**config.mk**
```make
export PLATFORM = sky130hd
export DESIGN_NAME = sha256_hash_engine_top
export DESIGN_NICKNAME = d
export VERILOG_FILES = /design/src/rtl/sha_pkg.sv /design/src/rtl/sha_sched.sv /design/src/rtl/sha_round.sv /design/src/rtl/sha256_hash_engine_top.sv
export SDC_FILE = /design/constraint.sdc
export NUM_CORES = 2
export LEC_CHECK = 0
export CAP_MARGIN = 20
export CORE_UTILIZATION = 40
export CTS_CLUSTER_SIZE = 28
export DETAILED_ROUTE_END_ITERATION = 8
export DONT_BUFFER_PORTS = 1
export SLEW_MARGIN = 25
export SYNTH_ARGS = -nofsm -noshare
export SYNTH_HDL_FRONTEND = slang
export SYNTH_SLANG_ARGS = --single-unit
export TNS_END_PERCENT = 10
```
**constraint.sdc**
```tcl
create_clock -name i_clk -period 17.2 [get_ports i_clk]
set_clock_uncertainty 0.05 [all_clocks]
set_input_delay 1.72 -clock i_clk [delete_from_list [all_inputs] [get_ports i_clk]]
set_output_delay 1.72 -clock i_clk [all_outputs]
set_load 0.01 [all_outputs]
```
**src/rtl/sha_pkg.sv**
```systemverilog
// sha-256 engine package: word types, round constants, initial hash values
// and the final-word padding function; no dependencies
package sha_pkg;

    typedef logic [31:0] t_word;

    // round controller state shared by the schedule and the top level
    typedef struct packed {
        logic       active;
        logic [1:0] phase;
        logic [5:0] t;
    } t_rnd_ctl;

    localparam int RoundCount = 64;
    localparam int HashWords  = 8;
    localparam logic [1:0] PhaseRead  = 2'd0;
    localparam logic [1:0] PhaseSigma = 2'd1;
    localparam logic [1:0] PhaseWord  = 2'd2;
    localparam logic [1:0] PhaseRound = 2'd3;

    localparam t_word MarkerWord = 32'h8000_0000;

    localparam t_word RoundK [RoundCount] = '{
        32'h428a2f98, 32'h71374491, 32'hb5c0fbcf, 32'he9b5dba5,
        32'h3956c25b, 32'h59f111f1, 32'h923f82a4, 32'hab1c5ed5,
        32'hd807aa98, 32'h12835b01, 32'h243185be, 32'h550c7dc3,
        32'h72be5d74, 32'h80deb1fe, 32'h9bdc06a7, 32'hc19bf174,
        32'he49b69c1, 32'hefbe4786, 32'h0fc19dc6, 32'h240ca1cc,
        32'h2de92c6f, 32'h4a7484aa, 32'h5cb0a9dc, 32'h76f988da,
        32'h983e5152, 32'ha831c66d, 32'hb00327c8, 32'hbf597fc7,
        32'hc6e00bf3, 32'hd5a79147, 32'h06ca6351, 32'h14292967,
        32'h27b70a85, 32'h2e1b2138, 32'h4d2c6dfc, 32'h53380d13,
        32'h650a7354, 32'h766a0abb, 32'h81c2c92e, 32'h92722c85,
        32'ha2bfe8a1, 32'ha81a664b, 32'hc24b8b70, 32'hc76c51a3,
        32'hd192e819, 32'hd6990624, 32'hf40e3585, 32'h106aa070,
        32'h19a4c116, 32'h1e376c08, 32'h2748774c, 32'h34b0bcb5,
        32'h391c0cb3, 32'h4ed8aa4a, 32'h5b9cca4f, 32'h682e6ff3,
        32'h748f82ee, 32'h78a5636f, 32'h84c87814, 32'h8cc70208,
        32'h90befffa, 32'ha4506ceb, 32'hbef9a3f7, 32'hc67178f2
    };

    localparam t_word InitH [HashWords] = '{
        32'h6a09e667, 32'hbb67ae85, 32'h3c6ef372, 32'ha54ff53a,
        32'h510e527f, 32'h9b05688c, 32'h1f83d9ab, 32'h5be0cd19
    };

    // short final word: keep the valid bytes and place the marker after them
    function automatic t_word pad_word(input t_word data, input logic [2:0] count);
        t_word res;
        unique case (count)
            3'd1:    res = (data & 32'hff00_0000) | 32'h0080_0000;
            3'd2:    res = (data & 32'hffff_0000) | 32'h0000_8000;
            3'd3:    res = (data & 32'hffff_ff00) | 32'h0000_0080;
            default: res = MarkerWord;
        endcase
        return res;
    endfunction

endpackage

```
**src/rtl/sha_sched.sv**
```systemverilog
// message schedule: 16-entry window memory with two registered read ports
// and the sigma expansion; depends on sha_pkg
module sha_sched
    import sha_pkg::*;
(
    input  logic     i_clk,
    input  logic     i_ld_we,
    input  logic [3:0] i_ld_addr,
    input  t_word    i_ld_data,
    input  t_rnd_ctl i_ctl,
    output t_word    o_w
);

    t_word      mem [16];
    t_word      r_qa;
    t_word      r_qb;
    t_word      r_s0;
    t_word      r_s1;
    t_word      r_w;
    t_word      n_w;
    logic [3:0] ra;
    logic [3:0] rb;
    logic [3:0] ti;

    assign ti = i_ctl.t[3:0];

    // read addresses per phase
    always_comb begin
        if (i_ctl.phase == PhaseRead) begin
            ra = ti - 4'd2;
            rb = ti - 4'd15;
        end else begin
            ra = ti - 4'd7;
            rb = ti;
        end
    end

    // new schedule word, or the stored one in the first sixteen rounds
    always_comb begin
        if (i_ctl.t < 6'd16) begin
            n_w = r_qb;
        end else begin
            n_w = r_s1 + r_qa + r_s0 + r_qb;
        end
    end

    // memory: loader write, expansion write-back, two synchronous reads
    always_ff @(posedge i_clk) begin
        if (i_ld_we) begin
            mem[i_ld_addr] <= i_ld_data;
        end else if (i_ctl.active && i_ctl.phase == PhaseWord && i_ctl.t >= 6'd16) begin
            mem[ti] <= n_w;
        end
        r_qa <= mem[ra];
        r_qb <= mem[rb];
    end

    // sigma terms and the word register
    always_ff @(posedge i_clk) begin
        if (i_ctl.phase == PhaseSigma) begin
            r_s1 <= {r_qa[16:0], r_qa[31:17]} ^ {r_qa[18:0], r_qa[31:19]} ^ (r_qa >> 10);
            r_s0 <= {r_qb[6:0], r_qb[31:7]} ^ {r_qb[17:0], r_qb[31:18]} ^ (r_qb >> 3);
        end
        if (i_ctl.phase == PhaseWord) begin
            r_w <= n_w;
        end
    end

    assign o_w = r_w;

endmodule

```
**src/rtl/sha_round.sv**
```systemverilog
// compression round: working variables a..h and one round per step
// depends on sha_pkg
module sha_round
    import sha_pkg::*;
(
    input  logic  i_clk,
    input  logic  i_init,
    input  logic  i_step,
    input  t_word i_hash [HashWords],
    input  t_word i_k,
    input  t_word i_w,
    output t_word o_vars [HashWords]
);

    t_word r_v [HashWords];
    t_word t1;
    t_word t2;
    t_word sig1;
    t_word sig0;

    // round functions
    always_comb begin
        sig1 = {r_v[4][5:0], r_v[4][31:6]} ^ {r_v[4][10:0], r_v[4][31:11]}
             ^ {r_v[4][24:0], r_v[4][31:25]};
        sig0 = {r_v[0][1:0], r_v[0][31:2]} ^ {r_v[0][12:0], r_v[0][31:13]}
             ^ {r_v[0][21:0], r_v[0][31:22]};
        t1 = r_v[7] + sig1 + ((r_v[4] & r_v[5]) ^ (~r_v[4] & r_v[6])) + i_k + i_w;
        t2 = sig0 + ((r_v[0] & r_v[1]) ^ (r_v[0] & r_v[2]) ^ (r_v[1] & r_v[2]));
    end

    // load from the hash state or shift the variables
    always_ff @(posedge i_clk) begin
        if (i_init) begin
            r_v <= i_hash;
        end else if (i_step) begin
            r_v[7] <= r_v[6];
            r_v[6] <= r_v[5];
            r_v[5] <= r_v[4];
            r_v[4] <= r_v[3] + t1;
            r_v[3] <= r_v[2];
            r_v[2] <= r_v[1];
            r_v[1] <= r_v[0];
            r_v[0] <= t1 + t2;
        end
    end

    assign o_vars = r_v;

endmodule

```
**src/rtl/sha256_hash_engine_top.sv**
```systemverilog
// sha-256 engine top level: input handshake, padding sequencer, round
// control, hash state and digest output; depends on sha_pkg, sha_sched, sha_round
//
// usage:
// - input channel (i_valid, o_stall, i_data_word, i_byte_count, i_last_word)
//   carries message words, first byte in bits 31..24; a transaction with
//   i_last_word high ends the message and may hold zero to four bytes
// - output channel (o_valid, i_stall, o_digest_word, o_digest_index,
//   o_digest_last) gives the eight digest words H0..H7 after each message
// - a word that does not fill a block is only written to the schedule memory;
//   the sixteenth word of a block starts compression: 64 rounds, each through
//   two schedule memory reads, sigma, word write-back and the round, then a
//   fold of the working variables into the hash
// - after the last word the padding words go in at one per cycle, with one
//   or two compressions, then the digest words follow one per transaction
// - o_stall is high whenever the engine is not waiting for a word
// - while i_stall is high the current digest word holds; the next message
//   is taken only after the eighth digest word has been taken
// - reset loads the initial hash values and clears the length and position
module sha256_hash_engine_top
    import sha_pkg::*;
(
    input  logic        i_clk,
    input  logic        i_rst_n,
    input  logic        i_valid,
    output logic        o_stall,
    input  logic [31:0] i_data_word,
    input  logic [2:0]  i_byte_count,
    input  logic        i_last_word,
    output logic        o_valid,
    input  logic        i_stall,
    output logic [31:0] o_digest_word,
    output logic [2:0]  o_digest_index,
    output logic        o_digest_last
);

    typedef enum logic [4:0] {
        S_IN  = 5'b00001,
        S_PAD = 5'b00010,
        S_RND = 5'b00100,
        S_FIN = 5'b01000,
        S_OUT = 5'b10000
    } t_state;

    typedef enum logic [1:0] {
        K_MARK = 2'd0,
        K_ZERO = 2'd1,
        K_LHI  = 2'd2,
        K_LLO  = 2'd3
    } t_kind;

    t_state     r_state, n_state;
    t_kind      r_kind, n_kind;
    logic [3:0] r_pos, n_pos;
    logic [63:0] r_bits, n_bits;
    logic       r_msg_end, n_msg_end;
    logic       r_len_done, n_len_done;
    logic [2:0] r_oidx, n_oidx;
    t_rnd_ctl   r_ctl, n_ctl;
    t_word      r_h [HashWords];
    t_word      n_h [HashWords];
    t_word      vars [HashWords];
    t_word      w;
    logic       ld_we;
    t_word      ld_data;
    logic       go;
    logic       accept_in;
    logic [2:0] cnt;
    logic [3:0] pos_inc;
    t_kind      fill_kind;

    assign o_stall   = (r_state != S_IN);
    assign accept_in = i_valid && !o_stall;
    assign cnt       = (i_byte_count > 3'd4) ? 3'd4 : i_byte_count;
    assign pos_inc   = r_pos + 4'd1;
    assign fill_kind = (pos_inc == 4'd14) ? K_LHI : K_ZERO;

    // next-state logic: loading, padding, rounds, hash fold, output
    always_comb begin
        n_state    = r_state;
        n_kind     = r_kind;
        n_pos      = r_pos;
        n_bits     = r_bits;
        n_msg_end  = r_msg_end;
        n_len_done = r_len_done;
        n_oidx     = r_oidx;
        n_ctl      = r_ctl;
        n_h        = r_h;
        ld_we      = 1'b0;
        ld_data    = i_data_word;
        go         = 1'b0;
        unique case (r_state)
            S_IN: begin
                if (accept_in) begin
                    ld_we = 1'b1;
                    n_pos = pos_inc;
                    if (!i_last_word) begin
                        n_bits = r_bits + 64'd32;
                        go     = (r_pos == 4'd15);
                    end else begin
                        n_bits    = r_bits + {58'd0, cnt, 3'b000};
                        n_msg_end = 1'b1;
                        if (cnt == 3'd4) begin
                            n_kind = K_MARK;
                        end else begin
                            ld_data = pad_word(i_data_word, cnt);
                            n_kind  = fill_kind;
                        end
                        if (r_pos == 4'd15) begin
                            go = 1'b1;
                        end else begin
                            n_state = S_PAD;
                        end
                    end
                end
            end
            S_PAD: begin
                ld_we = 1'b1;
                n_pos = pos_inc;
                go    = (r_pos == 4'd15);
                unique case (r_kind)
                    K_MARK: begin
                        ld_data = MarkerWord;
                        n_kind  = fill_kind;
                    end
                    K_ZERO: begin
                        ld_data = '0;
                        n_kind  = fill_kind;
                    end
                    K_LHI: begin
                        ld_data = r_bits[63:32];
                        n_kind  = K_LLO;
                    end
                    K_LLO: begin
                        ld_data    = r_bits[31:0];
                        n_len_done = 1'b1;
                    end
                    default: ld_data = '0;
                endcase
            end
            S_RND: begin
                n_ctl.phase = r_ctl.phase + 2'd1;
                if (r_ctl.phase == PhaseRound) begin
                    n_ctl.t = r_ctl.t + 6'd1;
                    if (r_ctl.t == 6'(RoundCount - 1)) begin
                        n_ctl.active = 1'b0;
                        n_state      = S_FIN;
                    end
                end
            end
            S_FIN: begin
                for (int i = 0; i < HashWords; i++) begin
                    n_h[i] = r_h[i] + vars[i];
                end
                n_oidx = '0;
                if (r_len_done) begin
                    n_state = S_OUT;
                end else if (r_msg_end) begin
                    n_state = S_PAD;
                end else begin
                    n_state = S_IN;
                end
            end
            S_OUT: begin
                if (!i_stall) begin
                    n_oidx = r_oidx + 3'd1;
                    if (r_oidx == 3'd7) begin
                        n_state    = S_IN;
                        n_h        = InitH;
                        n_bits     = '0;
                        n_pos      = '0;
                        n_msg_end  = 1'b0;
                        n_len_done = 1'b0;
                    end
                end
            end
            default: n_state = S_IN;
        endcase
        // start of a block compression
        if (go) begin
            n_state      = S_RND;
            n_ctl.active = 1'b1;
            n_ctl.phase  = PhaseRead;
            n_ctl.t      = '0;
        end
    end

    // control and hash registers
    always_ff @(posedge i_clk) begin
        if (!i_rst_n) begin
            r_state    <= S_IN;
            r_kind     <= K_MARK;
            r_pos      <= '0;
            r_bits     <= '0;
            r_msg_end  <= 1'b0;
            r_len_done <= 1'b0;
            r_oidx     <= '0;
            r_ctl      <= '0;
            r_h        <= InitH;
        end else begin
            r_state    <= n_state;
            r_kind     <= n_kind;
            r_pos      <= n_pos;
            r_bits     <= n_bits;
            r_msg_end  <= n_msg_end;
            r_len_done <= n_len_done;
            r_oidx     <= n_oidx;
            r_ctl      <= n_ctl;
            r_h        <= n_h;
        end
    end

    // schedule memory
    sha_sched u_sched (
        .i_clk     (i_clk),
        .i_ld_we   (ld_we),
        .i_ld_addr (r_pos),
        .i_ld_data (ld_data),
        .i_ctl     (r_ctl),
        .o_w       (w)
    );

    // round datapath
    sha_round u_round (
        .i_clk  (i_clk),
        .i_init (go),
        .i_step (r_state == S_RND && r_ctl.phase == PhaseRound),
        .i_hash (r_h),
        .i_k    (RoundK[r_ctl.t]),
        .i_w    (w),
        .o_vars (vars)
    );

    // digest output
    assign o_valid        = (r_state == S_OUT);
    assign o_digest_word  = r_h[r_oidx];
    assign o_digest_index = r_oidx;
    assign o_digest_last  = (r_oidx == 3'd7);

    // checks
    a_last_round: assert property (@(posedge i_clk) disable iff (!i_rst_n)
        (r_state == S_RND && r_ctl.phase == PhaseRound && r_ctl.t == 6'(RoundCount - 1))
        |=> (r_state == S_FIN))
        else $error("compression did not end after the last round");

    a_len_out: assert property (@(posedge i_clk) disable iff (!i_rst_n)
        (r_state == S_FIN && r_len_done) |=> o_valid)
        else $error("digest not presented after the length block");

    a_last_word: assert property (@(posedge i_clk) disable iff (!i_rst_n)
        (accept_in && i_last_word) |=> o_stall)
        else $error("input taken during padding");

    a_clear: assert property (@(posedge i_clk) disable iff (!i_rst_n)
        (o_valid && !i_stall && o_digest_last) |=> (r_pos == 4'd0 && r_bits == 64'd0))
        else $error("length or position not cleared after digest");

endmodule
```
Word level (Yosys, flattened, before mapping)
Memories as Yosys holds them, arrays and structs flattened. A register that Yosys moved wholly into a read port is not among the register bits.
Index checks and enable logic that the tools add are counted.
W data, S select, Z words.
{"block": "op_classes", "n_eq_ne": 37, "n_bitwise": 21, "n_reduce_logical": 30, "mux": 74, "add_sub_neg": 27, "magnitude_cmp": 5}
{"op": "$mux W256", "n": 4}
{"op": "$add A32 B32 Y32", "n": 18}
{"op": "$pmux W256 S2", "n": 1}
{"op": "$mux W32", "n": 9}
{"op": "$xor A32 B32 Y32", "n": 9}
{"op": "$mux W64", "n": 4}
{"op": "$and A32 B32 Y32", "n": 5}
{"op": "$pmux W32 S4", "n": 1}
{"op": "$pmux W64 S2", "n": 1}
{"op": "$bmux W32 S3", "n": 1}
{"op": "$pmux W32 S3", "n": 1}
{"op": "$add A64 B6 Y64", "n": 1}
{"op": "$add A64 B6 Y64 const B", "n": 1}
{"op": "$pmux W32 S2", "n": 1}
{"op": "$mux W5", "n": 8}
{"op": "$not A32 Y32", "n": 1}
{"op": "$reduce_or A32 Y1", "n": 1}
{"op": "$xor A32 B22 Y32", "n": 1}
{"op": "$xor A32 B29 Y32", "n": 1}
{"op": "$pmux W5 S5", "n": 1}
{"op": "$mux W4", "n": 6}
{"op": "$mux W9", "n": 2}
{"op": "$mux W1", "n": 17}
{"op": "$reduce_and A4 Y1", "n": 4}
{"op": "50 further kinds", "n": 95}
{"block": "totals", "ramBits": 512, "out_inout_bits": 38, "register_bits": 697, "n_memories": 2, "mem_bits_ro": 2048}
{"memory": "(name not given)", "words": 64, "width": 32, "read_ports": 1, "rd_ports_with_merged_regs": 0, "write_ports": 0, "line": "sha256_hash_engine_top.sv:229", "rtl": ".i_k (RoundK[r_ctl.t]),"}
{"memory": "u_sched.mem", "words": 16, "width": 32, "read_ports": 2, "rd_ports_with_merged_regs": 2, "write_ports": 1, "line": "sha_sched.sv:14", "rtl": "t_word mem [16];"}

Depth between registers and ports, before layout
{"block": "depth", "ltp_word": 9, "ltp_mapped": 36}

Cells and area by module
A second synthesis with hierarchy kept.
{"block": "unflattened", "cells_unflattened": 7556, "hier_area_um2": 82879.5}
{"module": "sha_sched", "cells_per_inst": 2038, "area_each_um2": 33266.9, "n_inst": 1}
{"module": "sha256_hash_engine_top", "cells_per_inst": 3688, "area_each_um2": 29184.2, "n_inst": 1}
{"module": "sha_round", "cells_per_inst": 1830, "area_each_um2": 20428.3, "n_inst": 1}

Worst setup path after synthesis
Ideal clock, no wire load.
{"block": "synth_path", "path_type": "input port to flip-flop", "start": "in i_valid", "end": "reg u_round.r_v, in the netlist u_round.o_vars[0], enable pin", "path_stages": 6, "required_time_ps": 15178, "setup_slack_ps": 8368, "arrival_ps": 6810, "path_cell_list": "nand2_1 > nand2_1 > nand4_1 > clkbuf_1 > clkbuf_1 > nand2_1"}
{"block": "synth_via", "elab_chain_len": 4}
{"item": "start, declared", "line": "sha256_hash_engine_top.sv:25", "rtl": "input logic i_valid,"}
{"item": "$logic_and A1 B1 Y1", "line": "sha256_hash_engine_top.sv:73", "rtl": "assign accept_in = i_valid && !o_stall;"}
{"item": "$mux W1", "line": "sha256_hash_engine_top.sv:94", "rtl": "if (accept_in) begin"}
{"item": "$pmux W1 S2", "line": "sha256_hash_engine_top.sv:92", "rtl": "unique case (r_state)"}
{"item": "$reduce_bool A2 Y1 (no line)"}
{"item": "end signal, assigned", "line": "sha_round.sv:34", "rtl": "r_v <= i_hash;"}
{"item": "end, declared", "line": "sha_round.sv:15", "rtl": "t_word r_v [HashWords];"}
No other way between the ends.
A chain may end at the register's enable or synchronous reset.

Worst setup path in the final report
{"block": "layout_path", "start": "reg r_ctl[1] in the netlist's numbering", "end": "reg u_round.r_v, in the netlist u_round.o_vars[255] (data pin)"}
{"block": "layout_via", "elab_chain_len": 9}
{"item": "start, declared", "line": "sha256_hash_engine_top.sv:59", "rtl": "t_rnd_ctl r_ctl, n_ctl;"}
{"item": "start signal, assigned", "line": "sha256_hash_engine_top.sv:208", "rtl": "r_ctl <= n_ctl;"}
{"item": "$not A6 Y7 (implied by the code)", "line": "sha256_hash_engine_top.sv:229"}
{"item": "$mem_v2 Z64 W32"}
{"item": "$mux W32 (implied by the code) (2 in series)", "line": "sha256_hash_engine_top.sv:229"}
{"item": "$add A32 B32 Y32 (2 in series)", "line": "sha_round.sv:27", "rtl": "t1 = r_v[7] + sig1 + ((r_v[4] & r_v[5]) ^ (~r_v[4] & r_v[6])) + i_k + i_w;"}
{"item": "$add A32 B32 Y32", "line": "sha_round.sv:43", "rtl": "r_v[0] <= t1 + t2;"}
{"item": "$mux W256", "line": "sha_round.sv:35", "rtl": "end else if (i_step) begin"}
{"item": "$mux W256", "line": "sha_round.sv:33", "rtl": "if (i_init) begin"}
No other way between the ends. The select of a mux whose other input is x is not followed.

==> impl_metrics.py <==
metrics = {
    "outcome": {
        "status": "finished, final reports clean",
    },
    "synth": {
        "synth_warnings": 0,
        "syn_area_per_cell_um2": 10.48,
        "synth_xor_area_frac": 0.06453,
        "synth_top_family_by_area": "compound AO/OA/AOI/OAI gates",
        "synth_area_um2": 82050,
        "synth.most_common_cell": "nand2_1",
        "synth_edf_count": 864,
        "yosys.area_share.adder": 0.1141,
        "synth_nets": 8483,
        "synth_seq_area_share": 0.4153,
        "synth_cell_types": 98,
        "synth_compound_area_frac": 0.1420,
        "synthMuxAreaShare": 0.1036,
        "synth_cells": 7830,
        "yosys.area_share.simple": 0.1241,
        "yosysTopAreaCell": "edfxtp_1",
        "synth_top_cell_area_share": 0.3162,
        "ys_async_sr_fraction": 0,
        "yosys-top-cells-count": "1120 x nand2_1, 864 x edfxtp_1, 509 x nor2_1",
        "synth_area_leaders": "edfxtp_1 32%, dfxtp_1 9.9%, mux4_2 8.8%",
        "ys_ff_latch": 1270,
        "ys.flop_type": "edfxtp_1",
    },
    "sta": {
        "drv_slew": 0,
        "slew_headroom": 0.2536,
        "postLayoutSetupSlackWorst_ns": 7.365,
        "fmax_ghz": 0.1017,
        "min_period_ns": 9.835,
        "worst_pin_slew_ns": 1.120,
        "final_hold_viol_count": 0,
        "rsz0062_at_grt": "no",
        "fin_crit_sh": 0.5718,
        "setup_tns_ns": 0,
        "setup_viol": 0,
    },
    "global_route": {
        "grt_max_degree": 176,
        "track_usage": 0.2741,
        "overflow": 0,
        "grt_antenna_before_repair": 9,
        "grt_pass1_wl_mm": 418.2,
        "first_global_vias": 61961,
    },
    "placed_design": {
        "gp_congestion": 0.9621,
        "hpwl_mm": 201.4,
        "numPortBuffers": 0,
        "post-place-ws_ns": 7.512,
    },
    "drt": {
        "dr.pass1.iters": 9,
        "wl_per_cell_um": 27.43,
        "vias_per_cell": 6.111,
        "drc": 0,
        "drt.antenna.violating_nets": 0,
        "num_vias": 63980,
        "wl_mm": 287.1,
        "drtIter0Drc": 6262,
    },
    "critical_path": {
        "critPathArrivalTime_ns": 10.30,
        "path_class": "reg2reg",
        "max_stage_delay_ns": 0.98,
        "crit_path_start_kind": "flop",
        "worstSetupEndpointType": "flop",
        "crit_path_max_fanout": 23,
        "worst_path_max_delay_cell": "dfxtp_1",
        "crit_required_ns": 17.66,
    },
    "clock_tree": {
        "cts.sinks": 1270,
        "clkTransAtPathRegs_ns": 0.06,
        "clockBufferDepth": 3,
        "ctsResizeCount": 0,
        "cts_tree": "done",
        "clock_latency_ns": 0.84,
        "cts_root_buf": "clkbuf_16",
        "post_cts_buffers": 0,
        "htree_levels": 4,
        "cts_made_buffers": 149,
        "hold_buffers": 0,
    },
    "pwr": {
        "p_per_area_nw_per_um2": 80.63,
        "leakagePower_nw": 34.13,
        "ir_worst_vdd_v": 0.0001122,
    },
    "floorplan": {
        "io_pins": 78,
        "die-area_um2": 206900,
        "core_area_um2": 202900,
        "die_w_um": 454.9,
        "start_util": 0.4043,
        "core.rowCount": 165,
        "chipHeight_um": 454.9,
    },
    "layout": {
        "nNetsFinal": 8321,
        "drive_gt1_frac": 0.1060,
        "syn_to_final_growth_pct": 10.25,
    },
    "run": {
        "max_cap_viol_count": 0,
    },
    "hold_path": {
        "hold_path.class": "reg2reg",
    },
}
[flip-flops by register name, summed over array words and instances, names as in the netlist]
| register | count |
|---|---|
| u_sched.mem | 512 |
| r_h | 256 |
| u_round.o_vars | 256 |
| r_bits | 61 |
| u_sched.o_w | 32 |
| u_sched.r_qa | 32 |
| u_sched.r_qb | 32 |
| u_sched.r_s0 | 32 |
| u_sched.r_s1 | 32 |
| r_ctl | 9 |
| r_state | 5 |
| r_pos | 4 |
| o_digest_index | 3 |
| r_kind | 2 |
| r_len_done | 1 |
| r_msg_end | 1 |
[per-stage QoR]
step / cell area (um2) / hold WS, ns / util / total power, mW / instances
final: 90460 / 0.4300 / 0.4458 / 7.294 / 10470
after global routing: 90460 / 0.4605 / 0.4457 / 7.475 / 10468
after detailed placement: 84950 / 0.4175 / 0.4186 / 3.823 / 10189
after global placement: 84910 / 0.4176 / 0.4184 / 3.811 / 10185
after floorplan: 82050 / 0.3972 / - / 3.655 / 7830
after CTS: 90420 / 0.4248 / 0.4455 / 7.329 / 10468
[layout make-up]
class | instances | area (um2)
fill | 18772 | 112500
inverter | 348 | 1309
clock inverter | 89 | 1444
antenna | 2 | 5.005
multi-input combinational | 5783 | 45340
sequential | 1270 | 34090
clock buffer | 190 | 4025
tap | 2672 | 3343
timing repair buffer | 116 | 908.4
[path summary, 6_finish.rpt]
kind         startpoint                   to  slack, ns  cells past startpoint
max reg2reg    r_ctl[1]  u_round.o_vars[255]       7.37                     32
max            r_ctl[1]  u_round.o_vars[255]       7.37                     32
min reg2reg   r_msg_end            r_msg_end       0.43                      2
min           r_msg_end            r_msg_end       0.43                      2
[placed cells by master, fill, tap and decap left out, drive strengths merged, types with 90 or more instances in the layout]
cell,synthesis,layout
xnor2,395,395
xor2,207,207
a21o,197,197
buf,113,116
nand2,1121,1121
a31oi,99,99
fa,196,196
a211oi,116,116
inv,345,352
nor2,509,509
nor3,110,110
dfxtp,406,406
ha,417,417
o22ai,90,90
o21ai,352,352
nand3,116,116
mux4,322,322
edfxtp,864,864
a21oi,499,499
clkbuf,316,190
[routing by layer]
metal | part of all wire | up-vias | GRT usage
met5 | 0.00020 | - | 0
met4 | 0.047 | 8 | 0.1203
met3 | 0.086 | 557 | 0.05116
met2 | 0.45 | 2823 | 0.4308
met1 | 0.41 | 32238 | 0.3686
li1 | - | 28354 | -
[report_power, final]
part,switching (mW),leakage (nW),internal [mW]
registers,0.0460,11.1,3.33
clock network,1.44,2.63,2.10
logic,0.265,20.4,0.124
[logic make-up (layout without fill, tap and decap cells)]
group | Yosys count | in the layout
buf+inv | 777 | 743
xor+xnor | 603 | 603
fa+ha+maj | 635 | 635
mux | 442 | 442
compound gates | 1812 | 1812
other cells | 0 | 2
simple gates | 2291 | 2291
flops | 1270 | 1270
[worst max-delay path, delay by kind of cell, from the launching register on]
| family | cells | cell delay [ns] |
|---|---|---|
| simple gates | 4 | 0.95 |
| flops | 1 | 0.98 |
| fa+ha+maj | 6 | 2.39 |
| buf+inv | 4 | 0.88 |
| xor+xnor | 2 | 0.46 |
| compound gates | 16 | 3.77 |
No activity file was read; power rests on OpenSTA's default activity.
